===== src/hw/rtl/gdrc_div.sv =====
// Bit-serial restoring divider, one quotient bit per cycle.
// Standalone; used for tile index and weighted mean divisions.
`default_nettype none

module gdrc_div #(
    parameter int W = 64
) (
    input  wire logic         clk,
    input  wire logic         rst_n,
    input  wire logic         start,
    input  wire logic [W-1:0] num,
    input  wire logic [W-1:0] den,
    output logic              done,
    output logic [W-1:0]      quo
);
    localparam int CW = (W > 1) ? $clog2(W) : 1;

    logic          busy_reg;
    logic [CW-1:0] cnt_reg;
    logic          done_reg;
    logic [W-1:0]  rem_reg;
    logic [W-1:0]  quo_reg;
    logic [W-1:0]  den_reg;
    logic [W:0]    rem_sh;
    logic          ge;
    logic [W:0]    rem_next;

    always_comb
    begin
        rem_sh   = {rem_reg, quo_reg[W-1]};
        ge       = rem_sh >= {1'b0, den_reg};
        rem_next = ge ? (rem_sh - {1'b0, den_reg}) : rem_sh;
    end

    always_ff @(posedge clk or negedge rst_n)
    begin
        if (!rst_n)
        begin
            busy_reg <= 1'b0;
            cnt_reg  <= '0;
            done_reg <= 1'b0;
        end
        else
        begin
            done_reg <= 1'b0;
            if (start)
            begin
                busy_reg <= 1'b1;
                cnt_reg  <= '0;
            end
            else if (busy_reg)
            begin
                cnt_reg <= cnt_reg + 1'b1;
                if (cnt_reg == CW'(W - 1))
                begin
                    busy_reg <= 1'b0;
                    done_reg <= 1'b1;
                end
            end
        end
    end

    always_ff @(posedge clk)
    begin
        if (start)
        begin
            rem_reg <= '0;
            quo_reg <= num;
            den_reg <= den;
        end
        else if (busy_reg)
        begin
            rem_reg <= rem_next[W-1:0];
            quo_reg <= {quo_reg[W-2:0], ge};
        end
    end

    assign done = done_reg;
    assign quo  = quo_reg;

endmodule

`default_nettype wire


===== config.mk =====
export PLATFORM = sky130hd
export DESIGN_NAME = gdrc_div
export DESIGN_NICKNAME = d
export VERILOG_FILES = /design/src/hw/rtl/gdrc_div.sv
export SDC_FILE = /design/constraint.sdc
export NUM_CORES = 1
export LEC_CHECK = 0
export BUFFER_PORTS_ARGS = -buffer_cell sky130_fd_sc_hd__buf_2
export CORE_UTILIZATION = 35
export CTS_BUF_LIST = sky130_fd_sc_hd__clkbuf_8
export DETAILED_ROUTE_END_ITERATION = 10
export PLACE_DENSITY = 0.55
export SLEW_MARGIN = 5
export SYNTH_ARGS = -nofsm -noshare
export SYNTH_HDL_FRONTEND = slang
export SYNTH_SLANG_ARGS = --single-unit

===== constraint.sdc =====
create_clock -name clk -period 3.1 [get_ports clk]
set_input_delay 0.31 -clock clk [delete_from_list [all_inputs] [get_ports clk]]
set_output_delay 0.31 -clock clk [all_outputs]
set_load 0.005 [all_outputs]

* Yosys cells after proc, flatten, opt, wreduce, memory -nomap -nowiden
Cells that the tools add are included.
** Storage, ports and cells
- Register bits after elaboration :: 200
- Logic and storage cells :: 22
- Input bits :: 131
** Operators by class
- Equality and inequality tests :: 1
- Add/sub/neg operators :: 2
- Mux-type cells :: 11
- Order comparisons :: 1
- Reduce and logical (&&, ||, !) cells :: 1
** Operators by type and width (number)
- $mux W64 :: 3
- $ge A65 B64 Y1 :: 1
- $sub A64 B64 Y64 :: 1
- $mux W6 :: 2
- $add A6 B1 Y6 const B :: 1
- $eq A6 B6 Y1 const B :: 1
- $mux W1 :: 6
- $reduce_bool A2 Y1 :: 1

* Longest topological paths before layout
Gate-level depths: netlist of run 1.
- Word-level depth :: 4
- Gate-level depth with buffers :: 15
- Depth with buffers taken out :: 13

* Worst setup path after synthesis of run 1
OpenSTA, ideal clock, no wires.
- Path kind :: register to register
- From :: register den_reg[20]
- To :: register quo_reg[0] (netlist: quo[0]), data pin
- Data arrival time :: 3.194 ns
- Setup time :: 0.260 ns
- Setup slack :: -0.354 ns
- Data required time :: 2.840 ns
- Path buffers :: 2
- Stages on the path, launching flop included :: 15
- Path through :: edfxtp_1 -> inv_1 -> ha_1 -> clkbuf_1 -> a21oi_1 -> o21ai_0 -> a221oi_1 -> o21ai_0 -> a211o_1 -> o211ai_2 -> a2111oi_4 -> o31ai_4 -> buf_2 -> nand2_1 -> mux2_2
** On the way
- Word-level cells in the longest chain between the ends :: 3
** RTL lines
- start, declared :: line 23 : logic [W-1:0] den_reg;
- start signal, assigned :: line 69 : den_reg <= den;
- $ge A65 B64 Y1 :: line 31 : ge = rem_sh >= {1'b0, den_reg};
- $mux W64 :: line 71 : else if (busy_reg)
- $mux W64 :: line 65 : if (start)
- end signal, assigned :: line 68 : quo_reg <= num;
- end signal, assigned :: line 74 : quo_reg <= {quo_reg[W-2:0], ge};
- end, declared :: line 22 : logic [W-1:0] quo_reg;
Every way passes these cells. The select of a mux whose other input is x is not followed.
A chain may end at the register's enable or synchronous reset.

* Worst setup path after layout of run 1
- From :: register den_reg[3]
- To :: register rem_reg[25]
** On the way
- Word-level cells in the longest chain between the ends :: 2
** RTL lines
- $sub A64 B64 Y64 / $ge A65 B64 Y1 (equally long branches) :: line 32, 31
- $mux W64 * :: line 32 : rem_next = ge ? (rem_sh - {1'b0, den_reg}) : rem_sh;
- end signal, assigned :: line 73 : rem_reg <= rem_next[W-1:0];
- end, declared :: line 21 : logic [W-1:0] rem_reg;
Every way passes the cells marked *; elsewhere a longest branch is shown, timed or not.

==> impl_metrics.py, run 1 <==
metrics = {
    "sta": {
        "hold_viol": 0,
        "period_needed_ns": 3.46,
        "tightest_slew_ns": 0.809,
        "setup_violations": 65,
        "setup_ws_ns": -0.363,
        "relSlewSlack": 0.461,
        "finalSetupTns_ns": -17.39,
        "rsz0062_at_grt": "yes",
        "fmax_ghz": 0.289,
        "maxSlewViolCount": 0,
        "finClkSkew_ns": 0.0290,
        "min_period_over_period": 1.12,
        "fin_hold_ws_ns": 0.0683,
    },
    "drt": {
        "drcViolationCount": 0,
        "via_per_inst": 5.19,
        "drt-total-wl_um": 38100,
        "drtPass1Iterations": 5,
        "drt_iter0_drc": 662,
        "ant_nets": 0,
        "wl_per_cell_um": 17.1,
        "vias": 11600,
    },
    "logic_synthesis": {
        "synth_flop_cell": "edfxtp_1",
        "synthCells": 1302,
        "yosysUniqueCellTypes": 72,
        "yosys.area.top_type_share": 0.309,
        "synth-seq-cells": 200,
        "synth_edf_count": 128,
        "ys_seq_area_frac": 0.428,
        "yosys-top-cells-area": "edfxtp_1 (31%), dfxtp_1 (10%), ha_1 (6.5%), mux2_2 (5.9%), nor2_1 (3.6%)",
        "syn_area_mm2": 0.0125,
        "syn_avg_cell_area_um2": 9.56,
        "synthesis.nets": 1499,
        "ys_warn_count": 0,
        "synthArstFlopShare": 0.0400,
        "synth.largest_area_cell": "edfxtp_1",
    },
    "worst_setup_path": {
        "worst_setup_path_end_kind": "flop",
        "rrSetupSlack_ns": -0.36,
        "worst_ep_required_time_ns": 3.51,
        "critPathArrivalTime_ns": 3.87,
        "cp-start-kind": "flop",
        "critPathKind": "flop to flop",
        "r2r_start": "den_reg[3]$_DFFE_PP_",
        "crit_start": "den_reg[3]$_DFFE_PP_",
        "cp_max_fo": 6,
    },
    "clocking": {
        "path_clk_slew_ns": 0.13,
        "cts_tree": "done",
        "cts_sinks": 200,
        "cts_root_buf": "clkbuf_8",
        "clk_path_buf_depth": 2,
        "cts_htree_levels": 4,
        "insertion_delay_ns": 0.53,
        "cts_buffers": 17,
    },
    "final_layout": {
        "multi_input_area_mm2": 0.00714,
        "finalNonFillerCells": 2230,
        "synthToLayoutAreaGrowth_pct": 42.8,
        "fin_nets": 1959,
        "register_area_mm2": 0.00533,
        "antennaDiodeCount": 0,
        "fill_cells": 3209,
        "drive_gt1_frac": 0.394,
        "final_util": 0.511,
    },
    "pwr": {
        "total_power_w": 0.0140,
        "power_density_mw_per_mm2": 785,
        "power_leakage_nw": 7.69,
        "peakVddDrop_uv": 414,
    },
    "min_path": {
        "worstHoldPathType": "input port to flop",
        "hp-start": "num[16]",
    },
    "placement": {
        "dp.cells": 2094,
        "port_buffers": 195,
        "gp_congestion": 0.888,
        "dp_hpwl_um": 27600,
    },
    "grt": {
        "antenna_found_initial": 0,
        "grt_pass1_wl_um": 61500,
        "overflow": 0,
        "first_global_vias": 11900,
        "grt_usage": 0.214,
        "grt_max_degree": 120,
    },
    "floorplanning": {
        "start_util": 0.358,
        "die_area_mm2": 0.0363,
        "coreArea_mm2": 0.0348,
        "die_y_um": 191,
        "die_w_um": 191,
        "rows": 68,
        "io_pins": 196,
    },
    "flow_run": {
        "max-cap-violations": 0,
    },
    "run_status": {
        "status": "finished, violations left",
        "failed_checks": "setup timing",
    },
}
[final timing paths]
kind | to | cells after the start
worst max-delay path | rem_reg[25]$_SDFFE_PP0P_ | 16
worst min-delay path | quo[16]$_DFFE_PP_ | 2
worst max register to register | rem_reg[25]$_SDFFE_PP0P_ | 16
worst min register to register | rem_reg[47]$_SDFFE_PP0P_ | 2
max in group asynchronous | busy_reg$_DFF_PN0_ | 2
min in group asynchronous | cnt_reg[3]$_DFFE_PN0P_ | 2
[report_power, final]
part           switching [W]  total (W)  internal, W
Combinational        0.00424    0.00837      0.00413
Clock                0.00117    0.00181     0.000631
Sequential          0.000392    0.00378      0.00339
Total                0.00581     0.0140      0.00815
[critical path: stages (launching register included)]
cell,delay (ns)
edfxtp_1,0.36
inv_2,0.05
ha_4,0.27
a21o_1,0.12
a21o_1,0.15
buf_4,0.12
nor3_1,0.04
o211a_1,0.28
a2111oi_4,0.39
o211ai_2,0.16
a2111oi_4,0.46
o31a_4,0.23
buf_12,0.11
buf_12,0.12
clkbuf_16,0.15
o21ai_1,0.06
a311oi_1,0.26
[cell type report]
class                           instances  share of cell area
Clock inverter                         15              0.0108
Sequential cell                       200               0.300
Timing Repair Buffer                  530               0.224
Inverter                               91              0.0192
Multi-Input combinational cell        922               0.401
Tap cell                              455              0.0320
Clock buffer                           17              0.0132
[metal layers]
layer / up-vias / part of all wire / track usage
met5: - / 0 / 0
met4: 0 / 0.012 / 0.0474
met3: 25 / 0.048 / 0.0442
met2: 274 / 0.48 / 0.364
met1: 5499 / 0.46 / 0.278
li1: 5786 / - / -
[stage by stage]
stage | setup slack, ns | cell area (um^2)
after floorplan | -0.0390 | 12500
after global placement | -0.379 | 15500
after detailed placement | -0.469 | 15500
after CTS | -0.401 | 17500
after global routing | -0.513 | 17800
final | -0.363 | 17800
[cell families (layout without fill, tap and decap cells)]
group	count (synthesis)	after routing	share of synthesized area
xor+xnor	60	60	0.0422
simple gates	350	350	0.133
buf+inv	180	653	0.0607
compound gates	380	380	0.210
flops	200	200	0.428
mux	66	66	0.0596
fa+ha+maj	66	66	0.0669
[repair_timing]
action	CTS	global route
setup endpoints to repair	65	65
hold buffers	65	0
resized for setup	98	53
setup buffers	35	1
hold endpoints to repair	72	0
pin swaps	88	15
cloned	5	1
[placed cells by master, fill, tap and decap left out, types with 7 or more instances in the layout]
cell / n
buf_4: 241
buf_2: 194
edfxtp_1: 128
nor2_1: 121
inv_1: 82
a21oi_1: 77
dlygate4sd3_1: 65
mux2_2: 64
dfxtp_1: 64
nand2_1: 51
ha_1: 51
nand3_1: 46
o21ai_0: 44
a311oi_1: 41
xnor2_1: 39
o21ai_1: 35
a21o_1: 32
nand4_1: 30
nand3_2: 25
o21ai_2: 22
xor2_1: 21
clkbuf_8: 17
ha_4: 14
buf_12: 14
a211oi_1: 12
o21bai_1: 12
and3_1: 11
nor3_1: 11
a31oi_1: 11
a311oi_2: 11
o211ai_1: 10
inv_2: 9
nand2b_1: 9
buf_6: 8
or3_1: 7
a21boi_0: 7
dfrtp_1: 7
[synth_stat cells, drive strengths merged (2+ instances only)]
library cell  count
xor2             21
nand3            73
or2               3
inv              91
a21boi            7
dfxtp            64
buf              27
a211o             3
o311ai            2
clkbuf           62
o21ai           102
edfxtp          128
a311oi           52
o31a              3
a31oi            11
a211oi           17
o2111ai           3
o211a             2
dfrtp             8
xnor2            39
nor2            122
o21a              6
o31ai             7
ha               65
a21oi            84
or3               7
o211ai           11
a221oi            4
a2111oi          12
a21o             32
nor3             13
nor2b             4
mux2             65
and2              4
a22oi             2
nand2b           10
o21bai           12
nor4              9
nand2            57
nand3b            3
and3             11
nand4            30
(Power assumes the default switching activity.)
==> run 2, diff against run 1 <==
--- a/config.mk
+++ b/config.mk
@@ -9,6 +9,7 @@
 export CORE_UTILIZATION = 35
 export CTS_BUF_LIST = sky130_fd_sc_hd__clkbuf_8
 export DETAILED_ROUTE_END_ITERATION = 10
+export MAX_ROUTING_LAYER = met4
 export PLACE_DENSITY = 0.55
 export SLEW_MARGIN = 5
 export SYNTH_ARGS = -nofsm -noshare
==> impl_metrics.py, run 2 (synthesis gave the netlist of run 1 again) <==
metrics = {
    "sta": {
        "maxSlewViolCount": 0,
        "setup_violations": 65,
        "hold_viol": 0,
        "rsz0062_at_grt": "yes",
        "tightest_slew_ns": 0.800,
        "relSlewSlack": 0.467,
        "finalSetupTns_ns": -17.20,
        "period_needed_ns": 3.46,
        "min_period_over_period": 1.12,
        "setup_ws_ns": -0.359,
        "fmax_ghz": 0.289,
        "finClkSkew_ns": 0.0284,
    },
    "final_layout": {
        "final_util": 0.511,
        "design_area_mm2": 0.0178,
        "layout_commonest_cell": "buf_4",
        "fin_nets": 1959,
        "final_cell_mix": "buf_4 (241), buf_2 (194), edfxtp_1 (128)",
        "synthToLayoutAreaGrowth_pct": 42.9,
        "antennaDiodeCount": 0,
        "finalNonFillerCells": 2230,
        "drive_gt1_frac": 0.394,
    },
    "pwr": {
        "p_sw_w": 0.00582,
        "p_int_w": 0.00815,
        "p_seq_frac": 0.271,
        "power_leakage_nw": 7.68,
        "p_clk_frac": 0.129,
        "pwr-share-comb": 0.600,
        "peakVddDrop_uv": 414,
        "total_power_w": 0.0140,
        "power_density_mw_per_mm2": 785,
        "sw_frac_of_total": 0.416,
    },
    "drt": {
        "via_per_inst": 5.19,
        "drt-total-wl_um": 38200,
        "wl_per_cell_um": 17.1,
        "drt_iter0_drc": 595,
        "ant_nets": 0,
        "drcViolationCount": 0,
        "vias": 11600,
        "drtPass1Iterations": 5,
    },
    "worst_setup_path": {
        "worst_setup_path_end_kind": "flop",
        "critPathArrivalTime_ns": 3.87,
        "slowest_stage": "a2111oi_4",
        "path_cells": "inv_2 > ha_4 > a21o_1 > a21o_1 > buf_4 > nor3_1 > o211a_1 > a2111oi_4 > o211ai_2 > a2111oi_4 > o31a_4 > buf_12 > buf_12 > clkbuf_16 > o21ai_1 > a311oi_1",
        "worst_ep_required_time_ns": 3.51,
        "cp_slowest_stage_delay_ns": 0.46,
        "critPathKind": "flop to flop",
        "cp_max_fo": 6,
        "reg2reg_depth": 16,
        "rrSetupSlack_ns": -0.36,
        "r2r_start": "den_reg[3]$_DFFE_PP_",
        "r2r_end": "rem_reg[25]$_SDFFE_PP0P_",
        "cp-start-kind": "flop",
    },
    "min_path": {
        "min_to": "quo[16]$_DFFE_PP_",
        "min_path_cells": 2,
        "hp-start": "num[16]",
        "worstHoldPathType": "input port to flop",
    },
    "grt": {
        "grt_max_degree": 120,
        "first_global_vias": 11900,
        "overflow": 0,
        "grt_pass1_wl_um": 61500,
        "grt_usage": 0.221,
        "antenna_found_initial": 0,
    },
    "placement": {
        "dp.cells": 2094,
        "placed_area_mm2": 0.0155,
        "dp_hpwl_um": 27600,
        "gp_congestion": 0.903,
        "port_buffers": 195,
    },
    "run_status": {
        "failed_checks": "setup timing",
        "status": "finished, violations left",
    },
    "clocking": {
        "path_clk_slew_ns": 0.13,
        "clk_path_buf_depth": 2,
        "cts_sinks": 200,
        "cts_htree_levels": 4,
        "insertion_delay_ns": 0.53,
        "cts_root_buf": "clkbuf_8",
        "cts_tree": "done",
        "cts_buffers": 17,
    },
    "floorplanning": {
        "coreArea_mm2": 0.0348,
        "die_y_um": 191,
        "io_pins": 196,
        "start_util": 0.358,
        "rows": 68,
        "die_area_mm2": 0.0363,
        "die_w_um": 191,
    },
    "flow_run": {
        "max-cap-violations": 0,
    },
}
[run 2: cell count changes in the layout (fill, tap and decap cells not counted)]
cell and delta:
ha_1 -1, ha_4 +1, nand3_1 +1, nand3_2 -1
[run 2: timing repair]
action                                  CTS  global route
resized for setup                        98            53
endpoints found under the setup margin   65            65
setup buffers                            35             1
pin swaps                                88            13
endpoints found under the hold margin    72             0
gates cloned                              5             1
hold buffers                             65             0
[run 2: metal layers]
layer | up-vias | share of wire | track usage
li1 | 5773 | - | -
met1 | 5496 | 0.47 | 0.283
met2 | 291 | 0.48 | 0.364
met3 | 23 | 0.043 | 0.0377
met4 | 0 | 0.011 | 0.0471
met5 | - | 0 | -
[run 2: per-stage QoR]
| step | setup WS [ns] | hold slack (ns) |
|---|---|---|
| after global placement | -0.379 | 0.167 |
| after CTS | -0.401 | 0.0424 |
| final | -0.359 | 0.0692 |
| after global routing | -0.512 | 0.0414 |
| after detailed placement | -0.469 | 0.176 |
| after floorplan | -0.0390 | 0.0144 |
[run 2: area by class of cell]
type	instances	area, um^2
clock buffers	17	234
clock inverters	15	191
fillers	3207	17000
inverters	91	342
multi-input cells	922	7150
flip-flops and latches	200	5330
well taps	455	569
repair buffers	530	3980
[run 2: worst max-delay path by stage]
stage / startpoint / to / depth (start not counted)
finish: den_reg[3]$_DFFE_PP_ / rem_reg[25]$_SDFFE_PP0P_ / 16
CTS: den_reg[14]$_DFFE_PP_ / rem_reg[1]$_SDFFE_PP0P_ / 14
detailed placement: den_reg[3]$_DFFE_PP_ / rem_reg[50]$_SDFFE_PP0P_ / 13
floorplan: den_reg[6]$_DFFE_PP_ / rem_reg[1]$_SDFFE_PP0P_ / 14
global placement: den_reg[20]$_DFFE_PP_ / rem_reg[26]$_SDFFE_PP0P_ / 15
global route: den_reg[23]$_DFFE_PP_ / rem_reg[49]$_SDFFE_PP0P_ / 15
[run 2: power groups by stage]
stage | clock, W | combinational, W | sequential [W]
finish | 0.00181 | 0.00838 | 0.00378
global route | 0.00195 | 0.00913 | 0.00385
CTS | 0.00187 | 0.00800 | 0.00377
detailed placement | 0 | 0.00729 | 0.00376
global placement | 0 | 0.00727 | 0.00376
floorplan | 0 | 0.00428 | 0.00372
[run 2: critical path: cells and delay by family (launching register included)]
kind	cells	cell delay, ns
adder cells (fa/ha/maj)	1	0.27
AO/OA/AOI/OAI	9	2.11
buffers and inverters	5	0.55
AND/OR/NAND/NOR	1	0.04
flip-flops	1	0.36
==> run 3, diff against run 2 <==
--- a/config.mk
+++ b/config.mk
@@ -5,12 +5,13 @@
 export SDC_FILE = /design/constraint.sdc
 export NUM_CORES = 1
 export LEC_CHECK = 0
-export BUFFER_PORTS_ARGS = -buffer_cell sky130_fd_sc_hd__buf_2
 export CORE_UTILIZATION = 35
 export CTS_BUF_LIST = sky130_fd_sc_hd__clkbuf_8
 export DETAILED_ROUTE_END_ITERATION = 10
+export DONT_BUFFER_PORTS = 1
 export MAX_ROUTING_LAYER = met4
-export PLACE_DENSITY = 0.55
+export PLACE_DENSITY = 0.5
+export REMOVE_ABC_BUFFERS = 1
 export SLEW_MARGIN = 5
 export SYNTH_ARGS = -nofsm -noshare
 export SYNTH_HDL_FRONTEND = slang
==> impl_metrics.py, run 3 (synthesis gave the netlist of run 1 again) <==
metrics = {
    "clocking": {
        "clk_path_buf_depth": 2,
        "insertion_delay_ns": 0.53,
        "cts_tree": "done",
        "cts_htree_levels": 4,
        "cts_sinks": 200,
        "cts_root_buf": "clkbuf_8",
        "cts_buffers": 17,
        "path_clk_slew_ns": 0.13,
    },
    "drt": {
        "wl_per_cell_um": 18.1,
        "ant_nets": 0,
        "drt-total-wl_um": 38200,
        "vias": 11200,
        "drcViolationCount": 0,
        "drtPass1Iterations": 5,
        "drt_iter0_drc": 607,
        "via_per_inst": 5.29,
    },
    "pwr": {
        "pwr-share-comb": 0.590,
        "p_seq_frac": 0.277,
        "p_sw_w": 0.00564,
        "sw_frac_of_total": 0.410,
        "p_int_w": 0.00810,
        "p_clk_frac": 0.134,
        "peakVddDrop_uv": 523,
        "power_density_mw_per_mm2": 792,
        "power_leakage_nw": 7.26,
    },
    "sta": {
        "tightest_slew_ns": 0.809,
        "min_period_over_period": 1.09,
        "fmax_ghz": 0.295,
        "maxSlewViolCount": 0,
        "hold_viol": 71,
        "relSlewSlack": 0.460,
        "finClkSkew_ns": 0.0311,
        "finalSetupTns_ns": -14.65,
        "rsz0062_at_grt": "yes",
        "setup_ws_ns": -0.289,
        "setup_violations": 65,
        "period_needed_ns": 3.39,
        "fin_hold_ws_ns": -0.104,
    },
    "min_path": {
        "hp-start": "start",
        "min_to": "rem_reg[12]$_SDFFE_PP0P_",
        "min_path_cells": 1,
        "worstHoldPathType": "input port to flop",
    },
    "placement": {
        "gp_congestion": 0.890,
        "port_buffers": 0,
        "dp_hpwl_um": 26400,
        "placed_area_mm2": 0.0145,
    },
    "grt": {
        "antenna_found_initial": 0,
        "grt_max_degree": 195,
        "grt_usage": 0.217,
        "first_global_vias": 11400,
        "overflow": 0,
        "grt_pass1_wl_um": 60500,
    },
    "final_layout": {
        "fin_nets": 1840,
        "synthToLayoutAreaGrowth_pct": 39.2,
        "layout_commonest_cell": "buf_4",
        "final_cell_mix": "buf_4 (238), dlygate4sd3_1 (146), edfxtp_1 (128)",
        "antennaDiodeCount": 0,
        "design_area_mm2": 0.0173,
        "drive_gt1_frac": 0.280,
    },
    "worst_setup_path": {
        "worst_ep_required_time_ns": 3.54,
        "r2r_end": "rem_reg[50]$_SDFFE_PP0P_",
        "cp-start-kind": "flop",
        "worst_setup_path_end_kind": "flop",
        "cp_max_fo": 5,
        "path_buf_inv": 4,
        "cp_slowest_stage_delay_ns": 0.43,
        "critPathKind": "flop to flop",
        "reg2reg_depth": 15,
        "r2r_start": "den_reg[8]$_DFFE_PP_",
        "crit_start": "den_reg[8]$_DFFE_PP_",
        "path_cells": "inv_1 > ha_4 > nand2_2 > o21ai_2 > o2111ai_2 > o211a_1 > a2111oi_4 > o211ai_2 > a2111oi_4 > buf_4 > o31a_4 > buf_4 > nor3_2 > buf_4 > a2111oi_4",
        "rrSetupSlack_ns": -0.29,
        "slowest_stage": "a2111oi_4",
        "crit_family": "compound AO/OA/AOI/OAI gates",
        "critPathArrivalTime_ns": 3.83,
    },
    "run_status": {
        "failed_checks": "hold timing, setup timing",
        "status": "finished, violations left",
    },
    "floorplanning": {
        "start_util": 0.358,
        "rows": 68,
        "coreArea_mm2": 0.0348,
        "die_w_um": 191,
        "die_area_mm2": 0.0363,
        "io_pins": 196,
        "die_y_um": 191,
    },
    "flow_run": {
        "max-cap-violations": 0,
    },
}
run 3: through the flow:
stage / utilization / hold WS [ns] / power (W) / worst slack (ns) / cells
floorplan: - / 0.0144 / 0.00779 / -1.92 / 1213
global placement: 0.417 / 0.0148 / 0.0109 / -0.558 / 1904
detailed placement: 0.417 / 0.0148 / 0.0109 / -0.650 / 1904
CTS: 0.490 / -0.174 / 0.0135 / -0.294 / 2098
global route: 0.498 / -0.149 / 0.0147 / -0.553 / 2111
finish: 0.498 / -0.104 / 0.0137 / -0.289 / 2111
run 3: routing by layer:
metal / global-route usage / share of wire
met1: 0.276 / 0.46
met2: 0.346 / 0.47
met3: 0.0473 / 0.054
met4: 0.0618 / 0.015
met5: - / 0
run 3: worst max path at each step:
stage / cells past startpoint / slack (ns) / endpoint
floorplan: 2 / -1.92 / quo[0]$_DFFE_PP_
global placement: 13 / -0.56 / rem_reg[50]$_SDFFE_PP0P_
detailed placement: 13 / -0.65 / rem_reg[31]$_SDFFE_PP0P_
CTS: 14 / -0.29 / rem_reg[31]$_SDFFE_PP0P_
global route: 14 / -0.55 / rem_reg[30]$_SDFFE_PP0P_
finish: 15 / -0.29 / rem_reg[50]$_SDFFE_PP0P_
run 3: repair_timing:
item                                    in CTS  in global routing
endpoints found under the setup margin      65                 65
endpoints found under the hold margin      263                127
pin swaps                                   25                 36
setup buffers                               19                 10
gates cloned                                 4                  0
gates resized for setup                    101                 31
hold buffers                               140                  6
run 3: power by group through the flow:
stage	Clock [W]	Combinational [W]	Sequential [W]
after floorplan	0	0.00406	0.00372
after global placement	0	0.00710	0.00381
after detailed placement	0	0.00710	0.00381
after CTS	0.00190	0.00783	0.00380
after global routing	0.00198	0.00885	0.00387
final	0.00183	0.00810	0.00380
run 3: area by class of cell:
| cell class | instances | area, um^2 |
|---|---|---|
| fillers | 3195 | 17500 |
| inverters | 91 | 342 |
| clock inverters | 14 | 179 |
| clock buffers | 18 | 248 |
| well taps | 455 | 569 |
| multi-input cells | 923 | 6970 |
| flip-flops and latches | 200 | 5330 |
| repair buffers | 410 | 3700 |
